--- config.mk ---
export PLATFORM = sky130hd
export DESIGN_NAME = midi_note_to_fm_register_writes_flat
export DESIGN_NICKNAME = d
export VERILOG_FILES = /design/src/rtl/mnfm_pkg.sv /design/src/rtl/mnfm_req_if.sv /design/src/rtl/mnfm_rsp_if.sv /design/src/rtl/mnfm_front.sv /design/src/rtl/mnfm_queue.sv /design/src/rtl/mnfm_back.sv /design/src/rtl/midi_note_to_fm_register_writes.sv /design/src/flat_wrapper.sv
export SDC_FILE = /design/constraint.sdc
export NUM_CORES = 1
export LEC_CHECK = 0
export ABC_AREA = 0
export ABC_CLOCK_PERIOD_IN_PS = 10650
export CORE_MARGIN = 4
export CORE_UTILIZATION = 56
export CTS_CLUSTER_DIAMETER = 50
export CTS_CLUSTER_SIZE = 8
export DETAILED_ROUTE_END_ITERATION = 7
export DONT_BUFFER_PORTS = 1
export PLACE_DENSITY = 0.74
export SLEW_MARGIN = 15
export SYNTH_ARGS = -nofsm -noshare
export SYNTH_HDL_FRONTEND = slang
export SYNTH_SLANG_ARGS = --single-unit
export TNS_END_PERCENT = 5
--- constraint.sdc ---
create_clock -name clock -period 10.65 [get_ports clock]
set_clock_uncertainty 0.15 [all_clocks]
set_input_delay 1.065 -clock clock [delete_from_list [all_inputs] [get_ports clock]]
set_output_delay 1.065 -clock clock [all_outputs]
set_load 0.05 [all_outputs]
--- src/rtl/mnfm_pkg.sv ---
// ----------------------------------------------------------------------------
// MIDI note-on to FM register writes: shared package
// Constants, the pitch table and the types passed between the parser, the
// event queue and the write sequencer.
// ----------------------------------------------------------------------------
`default_nettype none

package mnfm_pkg;

   // MIDI and synth register codes.
   localparam logic [7:0] CMD_NOTE_ON = 8'h90;
   localparam logic [7:0] REG_FNUM_HI = 8'hA4;
   localparam logic [7:0] REG_FNUM_LO = 8'hA0;
   localparam logic [7:0] REG_KEY     = 8'h28;
   localparam logic [7:0] KEY_ON_ALL  = 8'hF0;
   localparam logic [7:0] KEY_OFF_ALL = 8'h00;
   localparam logic [7:0] BLOCK_BITS  = 8'h10;

   // Octave handling: octave = note / 12 through a reciprocal multiply,
   // exact for every 8-bit note.
   localparam logic [4:0]  OCTAVE_MAX  = 5'd10;
   localparam logic [15:0] DIV12_RECIP = 16'd171;

   // Event queue between the parser and the write sequencer.
   localparam int QUEUE_DEPTH = 4;
   localparam int QPTR_W      = $clog2(QUEUE_DEPTH);
   localparam int QCNT_W      = $clog2(QUEUE_DEPTH + 1);

   typedef enum logic [1:0] {
      PH_CMD  = 2'd0,
      PH_NOTE = 2'd1,
      PH_VEL  = 2'd2
   } phase_type;

   typedef enum logic [1:0] {
      BEAT_FNUM_HI = 2'd0,
      BEAT_FNUM_LO = 2'd1,
      BEAT_KEY_OFF = 2'd2,
      BEAT_KEY_SET = 2'd3
   } beat_type;

   // One note event, already reduced to the values the four writes need.
   typedef struct packed {
      logic [7:0] hi_value;
      logic [7:0] lo_value;
      logic       key_on;
   } mnfm_evt_type;

   typedef struct packed {
      logic         valid;
      mnfm_evt_type evt;
   } mnfm_slot_type;

   // F-number of the middle octave for each pitch class, in 1/32 steps.
   function automatic logic [15:0] fnum_rom(input logic [3:0] idx);
      logic [15:0] val;
      unique case (idx)
         4'd0:    val = 16'd20927;
         4'd1:    val = 16'd22173;
         4'd2:    val = 16'd23487;
         4'd3:    val = 16'd24883;
         4'd4:    val = 16'd26363;
         4'd5:    val = 16'd27934;
         4'd6:    val = 16'd29595;
         4'd7:    val = 16'd31331;
         4'd8:    val = 16'd33218;
         4'd9:    val = 16'd35196;
         4'd10:   val = 16'd37288;
         4'd11:   val = 16'd39507;
         default: val = 16'd0;
      endcase
      return val;
   endfunction

endpackage

`default_nettype wire

--- src/rtl/mnfm_req_if.sv ---
// ----------------------------------------------------------------------------
// MIDI byte channel
// Valid/ready channel carrying one received MIDI byte per beat.
// ----------------------------------------------------------------------------
`default_nettype none

interface mnfm_req_if;
   logic       valid;
   logic       ready;
   logic [7:0] midi_byte;

   modport source (output valid, output midi_byte, input ready);
   modport sink   (input valid, input midi_byte, output ready);
endinterface

`default_nettype wire

--- src/rtl/mnfm_rsp_if.sv ---
// ----------------------------------------------------------------------------
// Synth register write channel
// Valid/ready channel carrying one register address and value per beat.
// ----------------------------------------------------------------------------
`default_nettype none

interface mnfm_rsp_if;
   logic       valid;
   logic       ready;
   logic [7:0] reg_addr;
   logic [7:0] reg_value;
   logic       last_write;

   modport source (output valid, output reg_addr, output reg_value, output last_write,
                   input ready);
   modport sink   (input valid, input reg_addr, input reg_value, input last_write,
                   output ready);
endinterface

`default_nettype wire

--- src/rtl/mnfm_front.sv ---
// ----------------------------------------------------------------------------
// Note-on parser
// Tracks the three-byte note-on message and pushes one event per velocity.
// ----------------------------------------------------------------------------
`default_nettype none

module mnfm_front
   import mnfm_pkg::*;
(
   input  logic          clock,
   input  logic          reset,
   mnfm_req_if.sink      req_ch,
   input  logic          queue_full,
   output mnfm_slot_type push
);

   phase_type   phase_ff, phase_in;
   logic [3:0]  held_idx_ff, held_idx_in;
   logic [3:0]  held_shift_ff, held_shift_in;

   logic        accept;
   logic [15:0] div_prod;
   logic [4:0]  octave;
   logic [7:0]  octave_x12;
   logic [7:0]  pitch_full;
   logic [15:0] fnum;

   assign accept = req_ch.valid && req_ch.ready;

   // Note split into octave and pitch class, done when the note byte arrives.
   assign div_prod   = {8'd0, req_ch.midi_byte} * DIV12_RECIP;
   assign octave     = div_prod[15:11];
   assign octave_x12 = {octave, 3'b000} + {1'b0, octave, 2'b00};
   assign pitch_full = req_ch.midi_byte - octave_x12;

   assign held_idx_in   = pitch_full[3:0];
   assign held_shift_in = (octave > OCTAVE_MAX) ? 4'd0 : 4'(OCTAVE_MAX - octave);

   assign fnum = fnum_rom(held_idx_ff) >> held_shift_ff;

   always_comb begin
      phase_in = phase_ff;
      if (accept) begin
         unique case (phase_ff)
            PH_NOTE: phase_in = PH_VEL;
            PH_VEL:  phase_in = PH_CMD;
            default: phase_in = (req_ch.midi_byte == CMD_NOTE_ON) ? PH_NOTE : PH_CMD;
         endcase
      end
   end

   always_comb begin
      req_ch.ready     = 1'b1;
      push.valid       = 1'b0;
      push.evt.hi_value = BLOCK_BITS + fnum[15:8];
      push.evt.lo_value = fnum[7:0];
      push.evt.key_on   = (req_ch.midi_byte != 8'd0);
      unique case (phase_ff)
         PH_VEL: begin
            req_ch.ready = !queue_full;
            push.valid   = req_ch.valid && !queue_full;
         end
         default: begin
            req_ch.ready = 1'b1;
            push.valid   = 1'b0;
         end
      endcase
   end

   always_ff @(posedge clock) begin
      if (reset) begin
         phase_ff <= PH_CMD;
      end else begin
         phase_ff <= phase_in;
      end
   end

   always_ff @(posedge clock) begin
      if (accept && phase_ff == PH_NOTE) begin
         held_idx_ff   <= held_idx_in;
         held_shift_ff <= held_shift_in;
      end
   end

   // A pushed event always comes from a velocity byte that was accepted.
   a_push_from_velocity: assert property (@(posedge clock) disable iff (reset)
      push.valid |-> (accept && phase_ff == PH_VEL))
      else $error("event pushed outside the velocity phase");

   // After a note byte the parser always expects the velocity.
   a_note_then_vel: assert property (@(posedge clock) disable iff (reset)
      (accept && phase_ff == PH_NOTE) |=> (phase_ff == PH_VEL))
      else $error("parser did not advance to the velocity phase");

endmodule

`default_nettype wire

--- src/rtl/mnfm_queue.sv ---
// ----------------------------------------------------------------------------
// Note event queue
// Small FIFO of decoded note events between the parser and the sequencer.
// ----------------------------------------------------------------------------
`default_nettype none

module mnfm_queue
   import mnfm_pkg::*;
(
   input  logic          clock,
   input  logic          reset,
   input  mnfm_slot_type push,
   output logic          full,
   output mnfm_slot_type head,
   input  logic          pop
);

   mnfm_evt_type        slot_ff [QUEUE_DEPTH];
   logic [QPTR_W-1:0]   wr_ptr_ff, wr_ptr_in;
   logic [QPTR_W-1:0]   rd_ptr_ff, rd_ptr_in;
   logic [QCNT_W-1:0]   count_ff, count_in;
   logic                do_push;
   logic                do_pop;

   assign full     = (count_ff == QCNT_W'(QUEUE_DEPTH));
   assign head.valid = (count_ff != '0);
   assign head.evt   = slot_ff[rd_ptr_ff];

   assign do_push = push.valid && !full;
   assign do_pop  = pop && head.valid;

   assign wr_ptr_in = do_push ? QPTR_W'(wr_ptr_ff + 1'b1) : wr_ptr_ff;
   assign rd_ptr_in = do_pop  ? QPTR_W'(rd_ptr_ff + 1'b1) : rd_ptr_ff;
   assign count_in  = count_ff + QCNT_W'(do_push) - QCNT_W'(do_pop);

   always_ff @(posedge clock) begin
      if (reset) begin
         wr_ptr_ff <= '0;
         rd_ptr_ff <= '0;
         count_ff  <= '0;
      end else begin
         wr_ptr_ff <= wr_ptr_in;
         rd_ptr_ff <= rd_ptr_in;
         count_ff  <= count_in;
      end
   end

   always_ff @(posedge clock) begin
      if (do_push) begin
         slot_ff[wr_ptr_ff] <= push.evt;
      end
   end

   a_count_bound: assert property (@(posedge clock) disable iff (reset)
      count_ff <= QCNT_W'(QUEUE_DEPTH))
      else $error("queue fill count out of range");

   // The parser must never offer an event the queue cannot take.
   a_no_lost_push: assert property (@(posedge clock) disable iff (reset)
      !(push.valid && full))
      else $error("event pushed into a full queue");

endmodule

`default_nettype wire

--- src/rtl/mnfm_back.sv ---
// ----------------------------------------------------------------------------
// Register write sequencer
// Turns each queued note event into four synth register write beats.
// ----------------------------------------------------------------------------
`default_nettype none

module mnfm_back
   import mnfm_pkg::*;
(
   input  logic          clock,
   input  logic          reset,
   input  mnfm_slot_type head,
   output logic          pop,
   mnfm_rsp_if.source    rsp_ch
);

   mnfm_evt_type evt_ff, evt_in;
   logic         busy_ff, busy_in;
   beat_type     beat_ff, beat_in;
   logic         accept;
   logic         final_beat;

   assign accept     = rsp_ch.valid && rsp_ch.ready;
   assign final_beat = accept && (beat_ff == BEAT_KEY_SET);
   assign pop        = head.valid && (!busy_ff || final_beat);
   assign evt_in     = head.evt;

   // Next beat.
   always_comb begin
      busy_in = busy_ff;
      beat_in = beat_ff;
      if (pop) begin
         busy_in = 1'b1;
         beat_in = BEAT_FNUM_HI;
      end else if (final_beat) begin
         busy_in = 1'b0;
         beat_in = BEAT_FNUM_HI;
      end else if (accept) begin
         unique case (beat_ff)
            BEAT_FNUM_HI: beat_in = BEAT_FNUM_LO;
            BEAT_FNUM_LO: beat_in = BEAT_KEY_OFF;
            BEAT_KEY_OFF: beat_in = BEAT_KEY_SET;
            BEAT_KEY_SET: beat_in = BEAT_FNUM_HI;
         endcase
      end
   end

   // Beat payload.
   always_comb begin
      rsp_ch.valid      = busy_ff;
      rsp_ch.last_write = 1'b0;
      unique case (beat_ff)
         BEAT_FNUM_HI: begin
            rsp_ch.reg_addr  = REG_FNUM_HI;
            rsp_ch.reg_value = evt_ff.hi_value;
         end
         BEAT_FNUM_LO: begin
            rsp_ch.reg_addr  = REG_FNUM_LO;
            rsp_ch.reg_value = evt_ff.lo_value;
         end
         BEAT_KEY_OFF: begin
            rsp_ch.reg_addr  = REG_KEY;
            rsp_ch.reg_value = KEY_OFF_ALL;
         end
         BEAT_KEY_SET: begin
            rsp_ch.reg_addr   = REG_KEY;
            rsp_ch.reg_value  = evt_ff.key_on ? KEY_ON_ALL : KEY_OFF_ALL;
            rsp_ch.last_write = 1'b1;
         end
      endcase
   end

   always_ff @(posedge clock) begin
      if (reset) begin
         busy_ff <= 1'b0;
         beat_ff <= BEAT_FNUM_HI;
      end else begin
         busy_ff <= busy_in;
         beat_ff <= beat_in;
      end
   end

   always_ff @(posedge clock) begin
      if (pop) begin
         evt_ff <= evt_in;
      end
   end

   // A stalled beat keeps its place in the sequence.
   a_beat_holds: assert property (@(posedge clock) disable iff (reset)
      (rsp_ch.valid && !rsp_ch.ready) |=> (busy_ff && $stable(beat_ff)))
      else $error("write sequence moved while stalled");

   // Every event starts with the F-number high write.
   a_event_starts: assert property (@(posedge clock) disable iff (reset)
      pop |=> (busy_ff && beat_ff == BEAT_FNUM_HI))
      else $error("event did not start at the first write");

endmodule

`default_nettype wire

--- src/rtl/midi_note_to_fm_register_writes.sv ---
// ----------------------------------------------------------------------------
// MIDI note-on to FM synth register writes
// Parses note-on messages from a MIDI byte stream and issues the pitch and
// key register writes for each note.
// ----------------------------------------------------------------------------
//
//   Channel  Direction  Beat carries
//   -------  ---------  ------------------------------------------------
//   req_ch   in         midi_byte: status, note number or velocity
//   rsp_ch   out        reg_addr, reg_value, last_write (fourth write)
//
// A MIDI byte is taken every cycle while the parser is not holding a
// velocity byte in front of a full event queue. Each velocity byte gives
// four write beats, back to back while the sink is ready: the sequencer
// emits one beat per cycle and takes the next event when the last write
// of the current one is accepted. A taken velocity byte's event goes into
// the queue and then into the sequencer's event register before the first
// write is offered. Reset is synchronous and active high; it returns the
// parser to waiting for a note-on status byte and empties the queue.
// A stalled sink only fills the four-entry queue; bytes that give no
// writes keep flowing until a velocity byte meets a full queue.
//
`default_nettype none

module midi_note_to_fm_register_writes
   import mnfm_pkg::*;
(
   input  logic        clock,
   input  logic        reset,
   mnfm_req_if.sink    req_ch,
   mnfm_rsp_if.source  rsp_ch
);

   // Decoded note events pass from parser to sequencer through the queue,
   // so a stalled register sink blocks bytes only once a velocity byte meets
   // a full queue, and a slow MIDI source never starves an event in flight.
   mnfm_slot_type push;
   mnfm_slot_type head;
   logic          queue_full;
   logic          pop;

   // The parser classifies each byte by phase. A note byte is split into
   // octave and pitch class right away, so the velocity byte only needs a
   // table lookup and a shift to form the F-number.
   mnfm_front u_front (
      .clock      (clock),
      .reset      (reset),
      .req_ch     (req_ch),
      .queue_full (queue_full),
      .push       (push)
   );

   mnfm_queue u_queue (
      .clock (clock),
      .reset (reset),
      .push  (push),
      .full  (queue_full),
      .head  (head),
      .pop   (pop)
   );

   // The sequencer holds one event in a register and walks it through the
   // pitch-high, pitch-low, key-off and key-set writes. It takes the next
   // event in the same cycle its last write is accepted.
   mnfm_back u_back (
      .clock  (clock),
      .reset  (reset),
      .head   (head),
      .pop    (pop),
      .rsp_ch (rsp_ch)
   );

endmodule

`default_nettype wire

--- src/flat_wrapper.sv ---
// flat-port wrapper written by rule: the top's interface ports become plain ports
module midi_note_to_fm_register_writes_flat import mnfm_pkg::*;
  (clock, reset, req_ch_valid, req_ch_midi_byte, req_ch_ready, rsp_ch_valid, rsp_ch_reg_addr, rsp_ch_reg_value, rsp_ch_last_write, rsp_ch_ready);
  mnfm_req_if req_ch_i ();
  mnfm_rsp_if rsp_ch_i ();
  input  logic clock;
  input  logic reset;
  input wire logic [$bits(req_ch_i.valid)-1:0] req_ch_valid;
  input wire logic [$bits(req_ch_i.midi_byte)-1:0] req_ch_midi_byte;
  output wire logic [$bits(req_ch_i.ready)-1:0] req_ch_ready;
  output wire logic [$bits(rsp_ch_i.valid)-1:0] rsp_ch_valid;
  output wire logic [$bits(rsp_ch_i.reg_addr)-1:0] rsp_ch_reg_addr;
  output wire logic [$bits(rsp_ch_i.reg_value)-1:0] rsp_ch_reg_value;
  output wire logic [$bits(rsp_ch_i.last_write)-1:0] rsp_ch_last_write;
  input wire logic [$bits(rsp_ch_i.ready)-1:0] rsp_ch_ready;
  assign req_ch_i.valid = req_ch_valid;
  assign req_ch_i.midi_byte = req_ch_midi_byte;
  assign req_ch_ready = req_ch_i.ready;
  assign rsp_ch_valid = rsp_ch_i.valid;
  assign rsp_ch_reg_addr = rsp_ch_i.reg_addr;
  assign rsp_ch_reg_value = rsp_ch_i.reg_value;
  assign rsp_ch_last_write = rsp_ch_i.last_write;
  assign rsp_ch_i.ready = rsp_ch_ready;
  midi_note_to_fm_register_writes u_core (.clock(clock), .reset(reset), .req_ch(req_ch_i), .rsp_ch(rsp_ch_i));
endmodule
After elaboration in Yosys (flattened, before gate mapping). Memories as Yosys holds them, arrays and structs flattened. A register that Yosys moved wholly into a read port is not among the register bits. Index checks and enable logic that the tools add are counted. Widths: inputs -> output; s select.

Latch bits: 0. Logic and storage cells: 59. Memories kept: 2. Bits in read-only memories: 256. Output and inout port bits: 19. Bits in registers: 20. RAM bits: 68.

Memory list: (name not given) (words 16, width 16, read ports 1, clocked after memory_dff 1, write ports 0, RTL line mnfm_pkg.sv:57) `unique case (idx)`; u_core.u_queue.slot_ff (words 4, width 17, read ports 1, clocked after memory_dff 1, write ports 1, RTL line mnfm_queue.sv:18) `mnfm_evt_type slot_ff [QUEUE_DEPTH];`.

Bitwise logic cells: 0. Reduce and logical (&&, ||, !) cells: 17. Multiply operators: 1. Mux-type cells: 14. Shift-type cells: 1. Add/sub/neg operators: 8. Div/mod/pow operators: 0. $lt $le $gt $ge: 1. Equal/unequal tests: 7.

Operator list (count): $pmux 8 s4 (1); $pmux 8 s3 (1); $mul 8x8->16 const B (1); $shr 16x4->16 (1); $add 5x8->8 const A (1); $eq 8x8->1 const B (1); $logic_and 1x1->1 (8); $mux 1 (8); $mux 8 (1); $pmux 2 s4 (1); $reduce_bool 8->1 (1); $eq 2x2->1 const B (3); $gt 5x4->1 const B (1); $add 2x1->2 const B (2); $add 4x4->4 (1); $eq 2x1->1 const B (2); $mux 4 (1); $pmux 2 s2 (1); $sub 4x4->4 (1); $sub 4x4->4 const A (1); $add 3x1->3 (1); $eq 3x3->1 const B (1); $reduce_bool 3->1 (1); $reduce_or 3->1 (1); other kinds (6) (7).

Logic depth before layout (Yosys ltp). Gate-level depths: netlist (run 1).

Depth after elaboration: 7. Depth in mapped cells: 20.

Modules after synthesis. A second synthesis (run 1) with hierarchy kept.

Cell total of the unflattened synthesis: 535. Area total of the unflattened synthesis: 6826.5 µm².

Modules (own cells, without submodules): mnfm_front (instances 1, area each 3007.9 µm², cells an instance 331); mnfm_queue (instances 1, area each 2960.3 µm², cells an instance 138); mnfm_back (instances 1, area each 858.3 µm², cells an instance 66).

Least setup slack after synthesis (run 1). Ideal clock, no wire load.

Path kind: input to register. Start: input port req_ch_midi_byte[1]. End: register (tool-made name). Required time: 10.383 ns. Setup time: 0.117 ns. Stages: 19. Path slack: 5.023 ns. Arrival time: 5.360 ns. Path through: ha_1 -> fa_1 -> fa_1 -> inv_1 -> fa_1 -> inv_1 -> ha_1 -> and4_2 -> a31oi_1 -> o211ai_1 -> xor2_1 -> ha_1 -> xnor2_1 -> xnor2_1 -> mux2_2 -> buf_2 -> nand2_1 -> inv_1 -> a22o_1.

RTL lines: from (decl) (RTL line flat_wrapper.sv:9) `input wire logic [$bits(req_ch_i.midi_byte)-1:0] req_ch_midi_byte;`.

==> flow_summary.toml, run 1 <==
[die]
core_um2 = 11600
die-area_um2 = 13800
die_width_um = 117
chipHeight_um = 117
placementRows = 39
start_util = 0.579
floorplan.io_pins = 31

[route]
drt-vias-per-instance = 5.59
drt_pass1_iterations = 5
drtAntennaViolNets = 0
route.final.wire_length_mm = 11.7
drt-wirelength-per-cell_um = 17.1
drt_first_iter_violations = 223
drt_drc_violations_left = 0
vias = 3826

[timing]
finalCritPeriodShare = 0.528
fmax_mhz = 178
worst-slew-pin-transition_ns = 0.983
finalWorstSetupSlack_ns = 5.03
fin_setup_tns_ns = 0
timing.final.setup_violations = 0
final-max-slew-violation-count = 0
timing_hold_violations_final = 0
grt_setup_unrepaired = "false"
max-slew-margin-rel = 0.340
final_layout_worst_hold_slack_ns = 0.384
crit_path_time_final_ns = 5.62

[cells_and_area]
postLayoutCellArea_um2 = 7350
antenna_cells_inserted = 0
final_cell_mix = "93 x edfxtp_1, 71 x ha_1, 52 x inv_1"
drive_above_1_share = 0.125
layout.core_utilization = 0.636
finish.cell_count_without_fillers = 685
areaGrowthSynthToFinish_pct = 9.67
finish.net_count = 626
num-fill-cells = 829
mostFrequentLayoutCell = "edfxtp_1"

[worst_setup_path]
startpoint_type = "input port"
crit_path_end_kind = "flop"
criticalPathCategory = "input port to flop"
cp_max_fo = 11
data_required_time_at_the_worst_endpoint_ns = 10.81
arrival_ns = 5.78
ff2ff_path_depth = 11

[status]
outcome = "complete, no violations"

[logic_synthesis]
post_synth.cell_area_avg_um2 = 12.7
seq_area_frac_synth = 0.500
yosys.cell_types.count = 58
netlist_area_um2 = 6700
synthDominantAreaCellType = "edfxtp_1"
netlist_instances = 527
synth-seq-cells = 121
postSynth.topFlopCell = "edfxtp_1"
asyncSetResetFlopFracSynth = 0
synth_enable_flop_cells = 93
yosysTopAreaCellShare = 0.417
synth_warnings = 0
main_area_contributors_after_synthesis = "edfxtp_1 42%, ha_1 13%, dfxtp_1 8.4%, mux4_2 6.7%, fa_1 3.9%"

[placed_design]
io_buffer_count = 0
post-place-cells = 654
dp_hpwl_mm = 8.39
placement.cell_area_um2 = 6810
dpl_worst_slack_ns = 4.58
gpl.final_weighted_congestion = 0.877

[job]
max_cap_viol_count = 0

[global_routing]
track_usage = 0.180
grt_max_degree = 24
grt_pass1_wl_mm = 19.4
overflow = 0
antenna_found_initial = 0
first_global_vias = 3901

[clock_network]
numCtsBuffers = 17
cts.hold.buffers_added = 0
postCtsResizedCells = 0
worst_skew_pair.late_latency_ns = 0.40
ctsRootBufferMaster = "clkbuf_16"
cts_buffer_depth = 2
tritoncts = "built"
post_cts.repair.setup_buffers = 0
clkTransAtPathRegs_ns = 0.05
htree_levels = 4
clock_sinks = 121

[pwr]
power.leakage_nw = 2.93
share_clk_of_total_power = 0.325
power.density_nw_per_um2 = 214
power.internal_mw = 1.07
sw_pwr_mw = 0.502
combPwrFrac = 0.293
report.power.total_mw = 1.57
power.ir.vdd_worst_mv = 0.106
seq_power_share = 0.382
power_switching_share = 0.319

[worst_hold_path]
timing.hold.worst_path_depth = 2
hold_path.class = "flop to flop"
## worst max-delay path, stage by stage
cell	delay, ns
ha_1	0.31
fa_1	0.50
fa_1	0.52
inv_1	0.06
fa_1	0.52
inv_1	0.04
ha_1	0.31
and4_2	0.25
a31oi_1	0.16
o211ai_1	0.12
xor2_1	0.29
ha_1	0.32
xnor2_1	0.20
xnor2_1	0.15
mux2_2	0.30
clkinv_1	0.23
a21o_1	0.23
a221oi_1	0.22
## cells by family (layout without fill, tap and decap cells)
kind of cell               after synthesis  after routing  share of synthesized area
AOI/OAI and AO/OA                       85             85                     0.0803
xor gates and xnor gates                15             15                     0.0224
other                                    2              5                    0.00112
buffers and inverters                   74             86                     0.0446
muxes                                   45             45                      0.105
and+or+nand+nor                        101            101                     0.0743
adders and majority gates               84             84                      0.171
DFF                                    121            121                      0.500
## routing by layer
layer / global-route usage / part of all wire
met5: 0 / 0
met4: 0.0696 / 0.0081
met3: 0.0457 / 0.035
met2: 0.297 / 0.50
met1: 0.231 / 0.46
## cell usage after synthesis, drive strengths merged, types with 2 or more instances
master	n
mux2i	20
ha	71
fa	13
buf	11
o22ai	8
xnor2	9
a21oi	36
a22o	5
nand4	2
nor3b	2
xor2	6
and4	3
a31oi	2
clkbuf	9
a21boi	2
nor2b	6
inv	53
o21ai	14
dfxtp	28
nor2	30
mux2	5
nand3	3
and2	8
edfxtp	93
mux4	20
a21o	2
or2	2
nand2	30
conb	2
nor3	8
a211oi	9
o211ai	3
## cell type report
| cell class | instances | area (um^2) | area share |
|---|---|---|---|
| clock buffers | 18 | 429 | 0.0584 |
| clock inverters | 13 | 106 | 0.0145 |
| inverters | 54 | 203 | 0.0276 |
| multi-input cells | 335 | 3070 | 0.418 |
| flip-flops and latches | 121 | 3350 | 0.456 |
| well taps | 143 | 179 | 0.0243 |
| repair buffers | 1 | 7.51 | 0.00102 |
## path summary, 6_finish.rpt
path                                    from                         end  slack (ns)
setup reg to reg  u_core.u_front.phase_ff[1]                        flop        6.65
setup / recovery         req_ch_midi_byte[1]                        flop        5.03
hold reg to reg   u_core.u_front.phase_ff[1]  u_core.u_front.phase_ff[1]        0.38
hold / removal    u_core.u_front.phase_ff[1]  u_core.u_front.phase_ff[1]        0.38
## power groups by stage
stage                     combinational (mW)  sequential [mW]  clock, mW
after floorplan                        0.395            0.596          0
after global placement                 0.446            0.609          0
after detailed placement               0.460            0.611          0
after CTS                              0.463            0.602      0.519
after global routing                   0.514            0.606      0.543
final                                  0.460            0.601      0.511
Power figures use the tool's default switching activity.
==> run 2: changes to the inputs <==
--- a/config.mk
+++ b/config.mk
@@ -6,14 +6,14 @@
 export NUM_CORES = 1
 export LEC_CHECK = 0
 export ABC_AREA = 0
-export ABC_CLOCK_PERIOD_IN_PS = 10650
+export ABC_CLOCK_PERIOD_IN_PS = 4800
 export CORE_MARGIN = 4
 export CORE_UTILIZATION = 56
 export CTS_CLUSTER_DIAMETER = 50
 export CTS_CLUSTER_SIZE = 8
 export DETAILED_ROUTE_END_ITERATION = 7
 export DONT_BUFFER_PORTS = 1
-export PLACE_DENSITY = 0.74
+export PLACE_DENSITY = 0.77
 export SLEW_MARGIN = 15
 export SYNTH_ARGS = -nofsm -noshare
 export SYNTH_HDL_FRONTEND = slang
==> constraint.sdc (replaced) <==
create_clock -name clock -period 4.8 [get_ports clock]
set_clock_uncertainty 0.15 [all_clocks]
set_input_delay 0.48 -clock clock [delete_from_list [all_inputs] [get_ports clock]]
set_output_delay 0.48 -clock clock [all_outputs]
set_load 0.05 [all_outputs]
==> flow_summary.toml, run 2 (synthesis gave the netlist of run 1 again) <==
[worst_hold_path]
hold_path.class = "input port to flop"
hold_path.startpoint = "req_ch_midi_byte[3]"
timing.hold.worst_path_depth = 1
hold_end = "u_core.u_front.held_idx_ff[3]"

[worst_setup_path]
critical_path.reg2reg.startpoint = "u_core.u_front.phase_ff[0]"
cell_repeated_most_along_the_worst_path = "fa_1"
crit_path_end_kind = "flop"
data_required_time_at_the_worst_endpoint_ns = 4.90
ff2ff_path_depth = 13
critPathTopFamily = "adder cells"
ff2ff_setup_slack_ns = 1.30
cp_max_fo = 7
criticalPathCategory = "input port to flop"
crit_path_cell_trace = "ha_4 -> fa_1 -> fa_1 -> inv_1 -> fa_1 -> inv_1 -> ha_1 -> and4_4 -> a31oi_1 -> o211ai_1 -> xor2_1 -> ha_1 -> xnor2_1 -> xnor2_1 -> mux2_2 -> clkinv_1 -> nand2_1 -> and2_1 -> o22ai_1"
critPathSlowestCell = "fa_1"
arrival_ns = 4.63
critical_path.n_buffers_inverters = 3
startpoint_type = "input port"
timing.critical_path.slowest_cell_delay_ns = 0.52

[clock_network]
cts_buffer_depth = 2
ctsRootBufferMaster = "clkbuf_16"
worst_skew_pair.late_latency_ns = 0.41
htree_levels = 4
clkTransAtPathRegs_ns = 0.05
tritoncts = "built"
postCtsResizedCells = 0
clock_sinks = 121
numCtsBuffers = 17

[timing]
final_layout_worst_hold_slack_ns = 0.149
timing.final.setup_violations = 0
timing_hold_violations_final = 0
fmax_mhz = 220
worst-slew-pin-transition_ns = 0.975
final-max-slew-violation-count = 0
grt_setup_unrepaired = "false"
finalCritPeriodShare = 0.945
crit_path_time_final_ns = 4.54
finalWorstSetupSlack_ns = 0.265
max-slew-margin-rel = 0.346

[route]
vias = 3975
drtAntennaViolNets = 0
route.final.wire_length_mm = 12.0
drt_first_iter_violations = 226
drt_pass1_iterations = 4
drt_drc_violations_left = 0
drt-wirelength-per-cell_um = 17.0
drt-vias-per-instance = 5.67

[cells_and_area]
final_cell_mix = "93 x edfxtp_1, 70 x ha_1, 52 x inv_1"
mostFrequentLayoutCell = "edfxtp_1"
drive_above_1_share = 0.154
layout.area.seq_um2 = 3350
postLayoutCellArea_um2 = 7520
antenna_cells_inserted = 0
finish.net_count = 641
multiInputGateArea_um2 = 3080
areaGrowthSynthToFinish_pct = 12.2
num-fill-cells = 868

[placed_design]
io_buffer_count = 0
placement.cell_area_um2 = 6930
dp_hpwl_mm = 8.58
dpl_worst_slack_ns = -0.148
gpl.final_weighted_congestion = 0.865

[global_routing]
overflow = 0
first_global_vias = 4102
grt_pass1_wl_mm = 20.3
grt_max_degree = 24
track_usage = 0.188
antenna_found_initial = 0

[status]
outcome = "complete, no violations"

[pwr]
power.leakage_nw = 3.03
report.power.total_mw = 3.64
power.ir.vdd_worst_mv = 0.327
power.density_nw_per_um2 = 484

[die]
core_um2 = 11600
floorplan.io_pins = 31
start_util = 0.579
die-area_um2 = 13800
placementRows = 39
die_width_um = 117
chipHeight_um = 117

[job]
max_cap_viol_count = 0
[run 2: cell count changes in the layout (fill, tap and decap cells not counted), sizes merged]
cell         before  now
buf               1   15
clkinvlp          5    2
clkinv            7    9
bufinv            1    2
dlygate4sd3       0    1
inv              54   55
[run 2: power breakdown]
part           leakage [nW]  switching, mW  internal (mW)
clock                 0.276          0.462          0.765
combinational          1.66          0.629          0.455
sequential             1.10         0.0668           1.26
total                  3.03           1.16           2.48
[run 2: cell type report]
| type | instances | area share |
|---|---|---|
| clock buffers | 18 | 0.0571 |
| clock inverters | 14 | 0.0198 |
| inverters | 54 | 0.0270 |
| multi-input cells | 335 | 0.410 |
| flip-flops and latches | 121 | 0.446 |
| well taps | 143 | 0.0238 |
| repair buffers | 16 | 0.0163 |
[run 2: worst max path at each step]
| stage | depth (start not counted) | slack (ns) | end | from |
|---|---|---|---|---|
| final | 19 | 0.26 | flop | req_ch_midi_byte[1] |
| after global routing | 19 | 0.03 | flop | req_ch_midi_byte[1] |
| after CTS | 18 | 0.28 | flop | req_ch_midi_byte[1] |
| after detailed placement | 19 | -0.15 | flop | req_ch_midi_byte[1] |
| after global placement | 18 | -0.1 | flop | req_ch_midi_byte[1] |
| after floorplan | 18 | -0.06 | flop | req_ch_midi_byte[1] |
[run 2: what timing repair did]
item                      in CTS  in global routing
buffers inserted               0                  0
hold buffers                   1                  0
hold endpoints to repair      12                  0
[run 2: stage by stage]
stage               instances  TNS [ns]  utilization
global route              701         0        0.650
global placement          668    -0.419        0.599
detailed placement        668    -0.849        0.599
floorplan                 530    -0.122            -
finish                    701         0        0.650
CTS                       701         0        0.650
[run 2: metal layers]
| metal | part of all wire | wire length (um) | global-route usage |
|---|---|---|---|
| met5 | 0 | 0 | 0 |
| met4 | 0.011 | 137 | 0.0704 |
| met2 | 0.50 | 5960 | 0.310 |
| met1 | 0.44 | 5290 | 0.245 |
| met3 | 0.047 | 564 | 0.0423 |
